==> src/rtl/brcc_pkg.sv <==
// Shared constants for the boot region checksum checker.
`timescale 1ns / 1ps

package brcc_pkg;

    // Default sector size in bytes.
    localparam int SECTOR_BYTES_DEF = 512;

    // Sectors in one boot region; the last one carries the stored checksum.
    localparam int REGION_SECTORS = 12;

    // Width of a data beat and of a checksum.
    localparam int BYTE_W = 8;
    localparam int SUM_W  = 32;

    // Region byte offsets excluded from the checksum (volume flags and percent in use).
    localparam int SKIP_FLAGS_LO = 106;
    localparam int SKIP_FLAGS_HI = 107;
    localparam int SKIP_PERCENT  = 112;

    // Bytes of the stored little-endian checksum word.
    localparam int WORD_BYTES = 4;

endpackage

==> src/rtl/boot_region_checksum_check_core.sv <==
// Boot region checksum checker: one byte per cycle when not stalled, main and backup.
`timescale 1ns / 1ps

// Bytes of a main boot region and then of its backup stream in at one beat per clock
// cycle. Each region is 12 sectors of SECTOR_BYTES bytes; the first 11 sectors feed a
// rotate-right-and-add checksum (region offsets 106, 107 and 112 skipped) and the first
// four bytes of sector 11 form the stored little-endian checksum. After the last byte of
// each region one result beat appears: the byte sits in an input register, then the
// rotate-add and compare fill the result register.
// The sustained rate is one byte per cycle, set by the single 32-bit rotate-add per
// byte; input ready drops only while a finished result waits and the next result is due.
// A byte with region_start high drops all progress and counts as main region offset 0.
module boot_region_checksum_check_core #(
    parameter int SECTOR_BYTES = brcc_pkg::SECTOR_BYTES_DEF
) (
    input  logic                       i_clk,
    input  logic                       i_rst_n,
    // Byte stream in
    input  logic                       i_in_valid,
    output logic                       o_in_ready,
    input  logic [brcc_pkg::BYTE_W-1:0] i_data_byte,
    input  logic                       i_region_start,
    // Result out
    output logic                       o_out_valid,
    input  logic                       i_out_ready,
    output logic [brcc_pkg::SUM_W-1:0] o_computed_checksum,
    output logic [brcc_pkg::SUM_W-1:0] o_stored_checksum,
    output logic                       o_region_ok,
    output logic                       o_is_backup,
    output logic                       o_both_ok
);

    localparam int REGION_BYTES = brcc_pkg::REGION_SECTORS * SECTOR_BYTES;
    localparam int SUM_BYTES    = (brcc_pkg::REGION_SECTORS - 1) * SECTOR_BYTES;
    localparam int POS_W        = $clog2(REGION_BYTES);
    localparam int SW           = brcc_pkg::SUM_W;
    localparam int BW           = brcc_pkg::BYTE_W;

    localparam logic [POS_W-1:0] POS_LAST    = POS_W'(REGION_BYTES - 1);
    localparam logic [POS_W-1:0] POS_SUM_END = POS_W'(SUM_BYTES);
    localparam logic [POS_W-1:0] POS_WORD_END = POS_W'(SUM_BYTES + brcc_pkg::WORD_BYTES);
    localparam logic [POS_W-1:0] POS_SKIP_A  = POS_W'(brcc_pkg::SKIP_FLAGS_LO);
    localparam logic [POS_W-1:0] POS_SKIP_B  = POS_W'(brcc_pkg::SKIP_FLAGS_HI);
    localparam logic [POS_W-1:0] POS_SKIP_C  = POS_W'(brcc_pkg::SKIP_PERCENT);

    // Input stage
    logic          r_in_valid;
    logic [BW-1:0] r_in_byte;
    logic          r_in_start;

    // Region state
    logic [POS_W-1:0] r_pos,       n_pos;
    logic [SW-1:0]    r_sum,       n_sum;
    logic [SW-1:0]    r_word,      n_word;
    logic [SW-1:0]    r_main_sum,  n_main_sum;
    logic             r_main_good, n_main_good;
    logic             r_backup,    n_backup;

    // Result register
    logic          r_out_valid;
    logic [SW-1:0] r_out_computed;
    logic [SW-1:0] r_out_stored;
    logic          r_out_ok;
    logic          r_out_backup;
    logic          r_out_both;

    // Working values for the byte in the input stage
    logic [POS_W-1:0] w_pos;
    logic [SW-1:0]    w_sum;
    logic [SW-1:0]    w_word;
    logic [SW-1:0]    w_main_sum;
    logic             w_main_good;
    logic             w_backup;
    logic [SW-1:0]    w_new_sum;
    logic [SW-1:0]    w_new_word;
    logic [1:0]       w_word_lane;
    logic             w_last;
    logic             w_ok;
    logic             w_both;
    logic             w_out_free;
    logic             w_advance;
    logic             w_emit;

    // Handshake: a beat leaves the input stage unless its result has nowhere to go.
    assign w_out_free = !r_out_valid || i_out_ready;
    assign w_advance  = r_in_valid && (!w_last || w_out_free);
    assign w_emit     = w_advance && w_last;
    assign o_in_ready = !r_in_valid || w_advance;

    // Effective state: a region start behaves as a fresh reset.
    assign w_pos       = r_in_start ? '0   : r_pos;
    assign w_sum       = r_in_start ? '0   : r_sum;
    assign w_word      = r_in_start ? '0   : r_word;
    assign w_main_sum  = r_in_start ? '0   : r_main_sum;
    assign w_main_good = r_in_start ? 1'b0 : r_main_good;
    assign w_backup    = r_in_start ? 1'b0 : r_backup;

    assign w_word_lane = w_pos[1:0];
    assign w_last      = (w_pos == POS_LAST);

    // Checksum update and stored word capture.
    always_comb begin
        w_new_sum  = w_sum;
        w_new_word = w_word;
        if (w_pos < POS_SUM_END) begin
            if (w_pos != POS_SKIP_A && w_pos != POS_SKIP_B && w_pos != POS_SKIP_C) begin
                w_new_sum = {w_sum[0], w_sum[SW-1:1]} + SW'(r_in_byte);
            end
        end else if (w_pos < POS_WORD_END) begin
            w_new_word = w_word | (SW'(r_in_byte) << {w_word_lane, 3'b000});
        end
    end

    assign w_ok   = (w_new_sum == w_new_word);
    assign w_both = w_main_good && w_ok && (w_main_sum == w_new_sum);

    // Next region state.
    always_comb begin
        n_pos       = w_pos + POS_W'(1);
        n_sum       = w_new_sum;
        n_word      = w_new_word;
        n_main_sum  = w_main_sum;
        n_main_good = w_main_good;
        n_backup    = w_backup;
        if (w_last) begin
            n_pos  = '0;
            n_sum  = '0;
            n_word = '0;
            if (!w_backup) begin
                n_main_sum  = w_new_sum;
                n_main_good = w_ok;
                n_backup    = 1'b1;
            end else begin
                n_main_sum  = '0;
                n_main_good = 1'b0;
                n_backup    = 1'b0;
            end
        end
    end

    // Input stage control.
    always_ff @(posedge i_clk) begin
        if (!i_rst_n) begin
            r_in_valid <= 1'b0;
        end else if (o_in_ready) begin
            r_in_valid <= i_in_valid;
        end
    end

    // Input stage payload.
    always_ff @(posedge i_clk) begin
        if (o_in_ready && i_in_valid) begin
            r_in_byte  <= i_data_byte;
            r_in_start <= i_region_start;
        end
    end

    // Region state registers.
    always_ff @(posedge i_clk) begin
        if (!i_rst_n) begin
            r_pos       <= '0;
            r_sum       <= '0;
            r_word      <= '0;
            r_main_sum  <= '0;
            r_main_good <= 1'b0;
            r_backup    <= 1'b0;
        end else if (w_advance) begin
            r_pos       <= n_pos;
            r_sum       <= n_sum;
            r_word      <= n_word;
            r_main_sum  <= n_main_sum;
            r_main_good <= n_main_good;
            r_backup    <= n_backup;
        end
    end

    // Result register control.
    always_ff @(posedge i_clk) begin
        if (!i_rst_n) begin
            r_out_valid <= 1'b0;
        end else if (w_emit) begin
            r_out_valid <= 1'b1;
        end else if (i_out_ready) begin
            r_out_valid <= 1'b0;
        end
    end

    // Result register payload.
    always_ff @(posedge i_clk) begin
        if (w_emit) begin
            r_out_computed <= w_new_sum;
            r_out_stored   <= w_new_word;
            r_out_ok       <= w_ok;
            r_out_backup   <= w_backup;
            r_out_both     <= w_backup && w_both;
        end
    end

    assign o_out_valid         = r_out_valid;
    assign o_computed_checksum = r_out_computed;
    assign o_stored_checksum   = r_out_stored;
    assign o_region_ok         = r_out_ok;
    assign o_is_backup         = r_out_backup;
    assign o_both_ok           = r_out_both;

    // The byte position always stays inside one region.
    a_pos_range: assert property (@(posedge i_clk) disable iff (!i_rst_n)
        r_pos <= POS_LAST)
        else $error("byte position ran past the region end");

    // A result beat clears the region progress for the next region.
    a_emit_clears: assert property (@(posedge i_clk) disable iff (!i_rst_n)
        w_emit |=> (r_pos == '0 && r_sum == '0 && r_word == '0))
        else $error("region state not cleared after result");

    // The phase flips on every result beat.
    a_phase_flip: assert property (@(posedge i_clk) disable iff (!i_rst_n)
        w_emit |=> (r_backup == !$past(w_backup)))
        else $error("region phase did not toggle on result");

    // A main region result never claims both regions agree.
    a_main_not_both: assert property (@(posedge i_clk) disable iff (!i_rst_n)
        (r_out_valid && !r_out_backup) |-> !r_out_both)
        else $error("both_ok set on a main region result");

    // Agreement of both regions implies this region checks.
    a_both_implies_ok: assert property (@(posedge i_clk) disable iff (!i_rst_n)
        (r_out_valid && r_out_both) |-> r_out_ok)
        else $error("both_ok set without region_ok");

endmodule
==> config.mk <==
export PLATFORM = sky130hd
export DESIGN_NAME = boot_region_checksum_check_core
export DESIGN_NICKNAME = d
export VERILOG_FILES = /design/src/rtl/brcc_pkg.sv /design/src/rtl/boot_region_checksum_check_core.sv
export SDC_FILE = /design/constraint.sdc
export NUM_CORES = 1
export LEC_CHECK = 0
export ABC_AREA = 1
export BUFFER_PORTS_ARGS = -buffer_cell sky130_fd_sc_hd__buf_4
export CORE_MARGIN = 5
export CORE_UTILIZATION = 35
export CTS_BUF_LIST = sky130_fd_sc_hd__clkbuf_16
export DETAILED_ROUTE_END_ITERATION = 12
export GPL_ROUTABILITY_DRIVEN = 0
export GPL_TIMING_DRIVEN = 1
export PLACE_DENSITY = 0.52
export SETUP_SLACK_MARGIN = 0.1
export SLEW_MARGIN = 20
export SYNTH_ARGS = -nofsm -noshare
export SYNTH_HDL_FRONTEND = slang
export SYNTH_SLANG_ARGS = --single-unit
==> constraint.sdc <==
create_clock -name i_clk -period 7.5 [get_ports i_clk]
set_input_delay 0.375 -clock i_clk [delete_from_list [all_inputs] [get_ports i_clk]]
set_output_delay 0.375 -clock i_clk [all_outputs]
set_load 0.05 [all_outputs]
==> results of run 1 <==
## synthesized netlist by cell type, drive strengths merged, types with 4 or more instances
| master | n |
|---|---|
| dfxtp | 113 |
| nand3b | 8 |
| a31oi | 7 |
| buf | 37 |
| xnor2 | 16 |
| nand2 | 532 |
| xor2 | 18 |
| nand3 | 122 |
| edfxtp | 76 |
| nor2 | 144 |
| inv | 184 |
| a221oi | 27 |
| clkbuf | 30 |
| nand4 | 26 |
| o21ai | 42 |
| and3 | 4 |
| a21oi | 118 |
| ha | 8 |
| nor3 | 25 |
## metal layers
metal / share of wire [%] / global-route usage (%) / vias up
met4: 2.9 / 6.172 / 0
met3: 4.7 / 3.509 / 52
met1: 44 / 25.88 / 4757
li1: - / - / 5152
met2: 48 / 33.77 / 290
met5: 0 / 0 / -
## kinds of logic after synthesis
group | synth area share, %
AO/OA/AOI/OAI | 11.25
XOR/XNOR | 2.708
adder cells (fa/ha/maj) | 1.092
buffers and inverters | 9.580
flip-flops | 41.32
AND/OR/NAND/NOR | 34.04
## worst max-delay path, cell delays in order (launching register included)
cell and delay [ns]:
dfxtp_1 0.59, inv_1 0.30, nor2_1 0.70, clkinv_1 0.47, ha_1 0.34, inv_1 0.06
nor2_1 0.04, nand2_1 0.05, nand2_1 0.05, nand2_1 0.14, nand2_4 0.27, inv_2 0.64
nand2_1 0.10, nand2_1 0.16, nor2_1 0.08, nor3b_1 0.21, nand2_1 0.07, nor2_1 0.09
nand2_1 0.05, nor2_1 0.14, nand3_1 0.11, nor2_1 0.11, nand4_1 0.11, nor2_1 0.12
## registers in the layout (all words and copies together) (netlist names)
register	count
r_in_valid	1
r_in_byte	8
o_both_ok	1
r_in_start	1
r_word	32
r_pos	13
r_main_good	1
r_backup	1
r_main_sum	32
o_region_ok	1
r_sum	32
o_stored_checksum	32
o_is_backup	1
o_computed_checksum	32
o_out_valid	1
## layout make-up
cell class              count  area share [%]
clock buffers              17           3.434
multi-input cells        1115           43.72
well taps                 402           4.061
clock inverters            15           1.111
inverters                 185           5.657
repair buffers             88           5.333
flip-flops and latches    189           36.69
## cells in the final DEF (no fill, tap or decap), types with 17 or more instances in the layout
cell type  count
buf_4         88
nand2_2       19
nor2_1       136
a221oi_1      27
edfxtp_1      76
o21ai_0       20
a21oi_1      116
dfxtp_1      113
nand3_1      117
clkbuf_16     17
nand2_1      511
xor2_1        18
inv_1        168
nand4_1       26
## power by group through the flow
stage	clock network, mW	registers, mW	logic, mW
after floorplan	0	1.11	0.144
after global placement	0	1.12	0.189
after detailed placement	0	1.12	0.188
after CTS	0.924	1.10	0.189
after global routing	0.967	1.10	0.213
final	0.900	1.10	0.189
## how the worst max path moves through the flow
stage               startpoint   endpoint  cells after the start  slack (ns)
detailed placement    r_pos[1]  o_both_ok                     23        2.44
finish                r_pos[1]  o_both_ok                     23        2.35
floorplan           r_in_start  o_both_ok                     16        0.18
CTS                   r_pos[1]  o_both_ok                     23        2.40
global placement      r_pos[1]   r_pos[9]                     12        2.48
global route          r_pos[1]  o_both_ok                     23        1.85
==> flow_metrics.env, run 1 <==
export IMPL_slew_viol_final=0
export IMPL_clk_pin_slew_ns=0.07
export IMPL_end_kind="flop"
export IMPL_synth_cell_type_count=50
export IMPL_post_cts_buffers=0
export IMPL_clkPwrFrac_pct=41.2
export IMPL_cts_tree="built"
export IMPL_setup_tns_ns=0
export IMPL_fmax_ghz=0.1943
export IMPL_instances_no_fill=2011
export IMPL_r2r_end="o_both_ok"
export IMPL_finalHoldViolations=0
export IMPL_fin_crit_sh_pct=68.62
export IMPL_rsz0062_at_grt="false"
export IMPL_status="complete, no violations"
export IMPL_placedCellCount=1979
export IMPL_layout_setup_ws_ns=2.354
export IMPL_p_leak_nw=5.030
export IMPL_diodes=0
export IMPL_drt_vias_per_instance=5.097
export IMPL_skew_ns=0.01341
export IMPL_postSynthAreaPerCell_sq_um=7.067
export IMPL_drc=0
export IMPL_rr_worst_depth=23
export IMPL_pre_cts_slack_ns=2.439
export IMPL_critPathMaxFanout=36
export IMPL_yosys_area_top_type_share_pct=20.75
export IMPL_ctsHoldBuffers=0
export IMPL_internal_power_mw=1.599
export IMPL_port_buffer_count=81
export IMPL_cap_violations=0
export IMPL_register_area_sq_um=4544
export IMPL_async_reset_ff_share_pct=0
export IMPL_drt_pass1_iter_count=6
export IMPL_start_kind="flop"
export IMPL_vias=10250
export IMPL_num_rows=65
export IMPL_fin_total_pwr_mw=2.186
export IMPL_critPathArrivalTime_ns=5.46
export IMPL_synth_top_area_cell="edfxtp_1"
export IMPL_clk_insertion_delay_late_ns=0.45
export IMPL_yosysWarnings=0
export IMPL_maxSlewHeadroom_pct=33.72
export IMPL_crit_required_ns=7.81
export IMPL_die_height_um=187.3
export IMPL_cts_sinks=189
export IMPL_ctsResizeCount=0
export IMPL_syn_to_final_growth_pct=12.64
export IMPL_setup_viol=0
export IMPL_finalCriticalPeriod_ns=5.146
export IMPL_crit_type="flop to flop"
export IMPL_grt_overflow_total=0
export IMPL_sw_frac_of_total_pct=26.85
export IMPL_synth_seq_area_share_pct=41.32
export IMPL_hold_start="i_data_byte[1]"
export IMPL_first_iter_violations=858
export IMPL_final_core_util_pct=39.56
export IMPL_vdd_drop_max_mv=0.1535
export IMPL_regToRegSetupSlack_ns=2.35
export IMPL_synthesis_area_sq_um=11000
export IMPL_start_util_pct=35.12
export IMPL_power_share_combinational_pct=8.6
export IMPL_synthCells=1556
export IMPL_cts_buffers=17
export IMPL_hpwl_mm=25.33
export IMPL_hp_class="input pin to flop"
export IMPL_antenna_found_initial=0
export IMPL_ys_flop_type="dfxtp_1"
export IMPL_worst_slew_pin_slew_ns=0.9942
export IMPL_worst_hold_slack_ns=0.1001
export IMPL_dieWidth_um=187.3
export IMPL_dpl_cell_area_sq_um=11820
export IMPL_synth_area_leaders="edfxtp_1 (21%), dfxtp_1 (21%), nand2_1 (17%)"
export IMPL_r2r_start="r_pos[1]"
export IMPL_num_fill_cells=3292
export IMPL_root_buffer="clkbuf_16"
export IMPL_grt_max_degree=95
export IMPL_grtUsageTotal_pct=19.89
export IMPL_final_cell_area_sq_um=12390
export IMPL_min_path_cells=1
export IMPL_multi_input_area_sq_um=5415
export IMPL_wl_mm=35.36
export IMPL_htreeDepth=4
export IMPL_grt_pass1_wl_mm=55.09
export IMPL_p_switching_uw=587.1
export IMPL_clock_path_buffers=2
export IMPL_synth_edf_count=76
export IMPL_syn_num_nets=1578
export IMPL_ys_ff_latch=189
export IMPL_core_region_area_sq_um=31310
export IMPL_pin_count=82
export IMPL_holdPathEnd="r_in_byte[1]"
export IMPL_grt_pass1_vias=9665
export IMPL_pwr_share_seq_pct=50.2
export IMPL_wl_per_cell_um=17.58
export IMPL_drive_gt1_share_pct=12.12
export IMPL_nets=1618
export IMPL_dieArea_sq_um=35060
export IMPL_powerDensity_nw_per_um2=176.5
export IMPL_final_antenna_net_count=0
Power figures use the tool's default switching activity.
==> run 2: changes to the inputs <==
Clock period 7.5 ns to 4.5 ns, I/O delays scaled along.
==> run 2 against run 1 <==
  * First-iteration DRC count rose by 19%
  * Largest cell class unchanged
  * Fmax rose by 31%
  * Via count rose by 0.97%
  * Clock power rose by 66%
  * Clock skew fell by 0.0026 ns
  * Global-route usage rose by 0.29 points
  * Largest power group unchanged
==> flow_metrics.env, run 2 (same netlist as run 1, synthesis figures left out) <==
export IMPL_grtUsageTotal_pct=20.18
export IMPL_hp_class="input pin to flop"
export IMPL_skew_ns=0.01081
export IMPL_grt_pass1_vias=9827
export IMPL_drc=0
export IMPL_crit_chain="buf_4 -> nor2_1 -> ha_1 -> inv_1 -> nor2_1 -> nand3_1 -> nand3_1 -> nand3_1 -> nand2_2 -> nand2_1 -> nand3_1 -> nand2_1 -> nand2_1 -> nand2_1 -> nor3_1 -> nand3_1 -> nor2_1 -> nand4_1 -> nor2_1"
export IMPL_nets=1646
export IMPL_root_buffer="clkbuf_16"
export IMPL_finalCriticalPeriod_ns=3.936
export IMPL_powerDensity_nw_per_um2=288.5
export IMPL_critPathMaxFanout=49
export IMPL_status="complete, no violations"
export IMPL_clk_insertion_delay_late_ns=0.45
export IMPL_first_iter_violations=1021
export IMPL_clk_pin_slew_ns=0.07
export IMPL_fmax_ghz=0.2540
export IMPL_dieArea_sq_um=35060
export IMPL_grt_pass1_wl_mm=55.59
export IMPL_grt_max_degree=50
export IMPL_antenna_found_initial=0
export IMPL_num_rows=65
export IMPL_drt_vias_per_instance=5.076
export IMPL_wl_mm=35.69
export IMPL_cap_violations=0
export IMPL_finalHoldViolations=0
export IMPL_clock_path_buffers=2
export IMPL_drt_pass1_iter_count=5
export IMPL_vdd_drop_max_mv=0.2760
export IMPL_setup_tns_ns=0
export IMPL_crit_top_cell="nand3_1"
export IMPL_num_fill_cells=3306
export IMPL_start_kind="flop"
export IMPL_mostFrequentLayoutCell="nand2_1"
export IMPL_final_antenna_net_count=0
export IMPL_wl_per_cell_um=17.50
export IMPL_pin_count=82
export IMPL_fin_crit_sh_pct=87.47
export IMPL_cts_buffers=17
export IMPL_hpwl_mm=26.58
export IMPL_htreeDepth=4
export IMPL_crit_type="flop to flop"
export IMPL_cts_tree="built"
export IMPL_critPathArrivalTime_ns=4.25
export IMPL_port_buffer_count=81
export IMPL_rsz0062_at_grt="false"
export IMPL_slew_viol_final=0
export IMPL_worst_hold_slack_ns=0.08520
export IMPL_vias=10350
export IMPL_die_height_um=187.3
export IMPL_setup_viol=0
export IMPL_worst_slew_pin_slew_ns=0.7779
export IMPL_cp_slowest_cell="edfxtp_1"
export IMPL_worst_path_largest_cell_delay_ns=0.59
export IMPL_grt_overflow_total=0
export IMPL_drive_gt1_share_pct=13.13
export IMPL_crit_required_ns=4.82
export IMPL_final_cell_mix="nand2_1 (511), inv_1 (168), nor2_1 (136), nand3_1 (117), a21oi_1 (117)"
export IMPL_p_leak_nw=5.199
export IMPL_cts_sinks=189
export IMPL_start_util_pct=35.12
export IMPL_syn_to_final_growth_pct=15.06
export IMPL_end_kind="flop"
export IMPL_core_region_area_sq_um=31310
export IMPL_diodes=0
export IMPL_maxSlewHeadroom_pct=48.14
export IMPL_dieWidth_um=187.3
-- run 2: cell count changes in the layout (fill, tap and decap cells not counted), moves of 2 or more --
cell | previous run | this run
clkinv_4 | 2 | 4
inv_6 | 5 | 1
dlygate4sd3_1 | 0 | 9
clkinv_2 | 2 | 6
buf_4 | 88 | 105
buf_12 | 0 | 2
-- run 2: report_power, final --
group	leakage (nW)	internal, mW	total [mW]	switching [mW]
clock	0.289	0.795	1.49	0.696
combinational	3.31	0.0988	0.329	0.230
sequential	1.60	1.80	1.83	0.0266
total	5.20	2.70	3.65	0.953
-- run 2: metal layers --
layer  vias to the layer above  GRT usage, %  share of wire [%]
li1                       5192             -                  -
met1                      4820         26.12                 44
met2                       290         34.64                 49
met3                        48         2.837                4.3
met4                         0         6.883                2.8
met5                         -             0                  0
-- run 2: cell type report --
cell class	instances	area, sq um	share of cell area, %
multi-input cells	1115	5418	42.82
clock buffers	18	450.4	3.560
flip-flops and latches	189	4546	35.92
inverters	185	700.7	5.537
clock inverters	14	117.6	0.9295
repair buffers	116	918.4	7.258
well taps	402	503.0	3.975
-- run 2: through the flow --
step | cells | cell area [sq um] | util (%) | total power [mW] | setup slack (ns)
4_1_cts | 2039 | 12650 | 40.41 | 3.695 | 0.5005
3_5_place_dp | 1998 | 11990 | 38.31 | 2.193 | 0.5436
5_1_grt | 2039 | 12650 | 40.41 | 3.799 | 0.1349
6_report | 2039 | 12650 | 40.41 | 3.651 | 0.5636
2_1_floorplan | 1556 | 11010 | - | 2.097 | 0.2920
3_3_place_gp | 1998 | 11990 | 38.31 | 2.192 | 0.6401
-- run 2: timing repair --
item,CTS,global route
endpoints found under the hold margin,9,0
endpoints found under the setup margin,0,2
hold buffers,9,0
buffers inserted,0,0
resized for setup,0,1
-- run 2: critical path, delay by kind of cell (launching register included) --
kind	cells	cell delay, ns
AND/OR/NAND/NOR	16	2.23
adder cells (fa/ha/maj)	1	0.34
flip-flops	1	0.59
buffers and inverters	2	0.64
-- run 2: worst paths after layout --
path / endpoint / cells after the start / slack [ns] / start
max: o_both_ok / 19 / 0.56 / r_in_start
min: o_out_valid / 4 / 0.09 / i_out_ready
max reg2reg: o_both_ok / 19 / 0.56 / r_in_start
min reg2reg: r_word[10] / 2 / 0.46 / r_word[10]
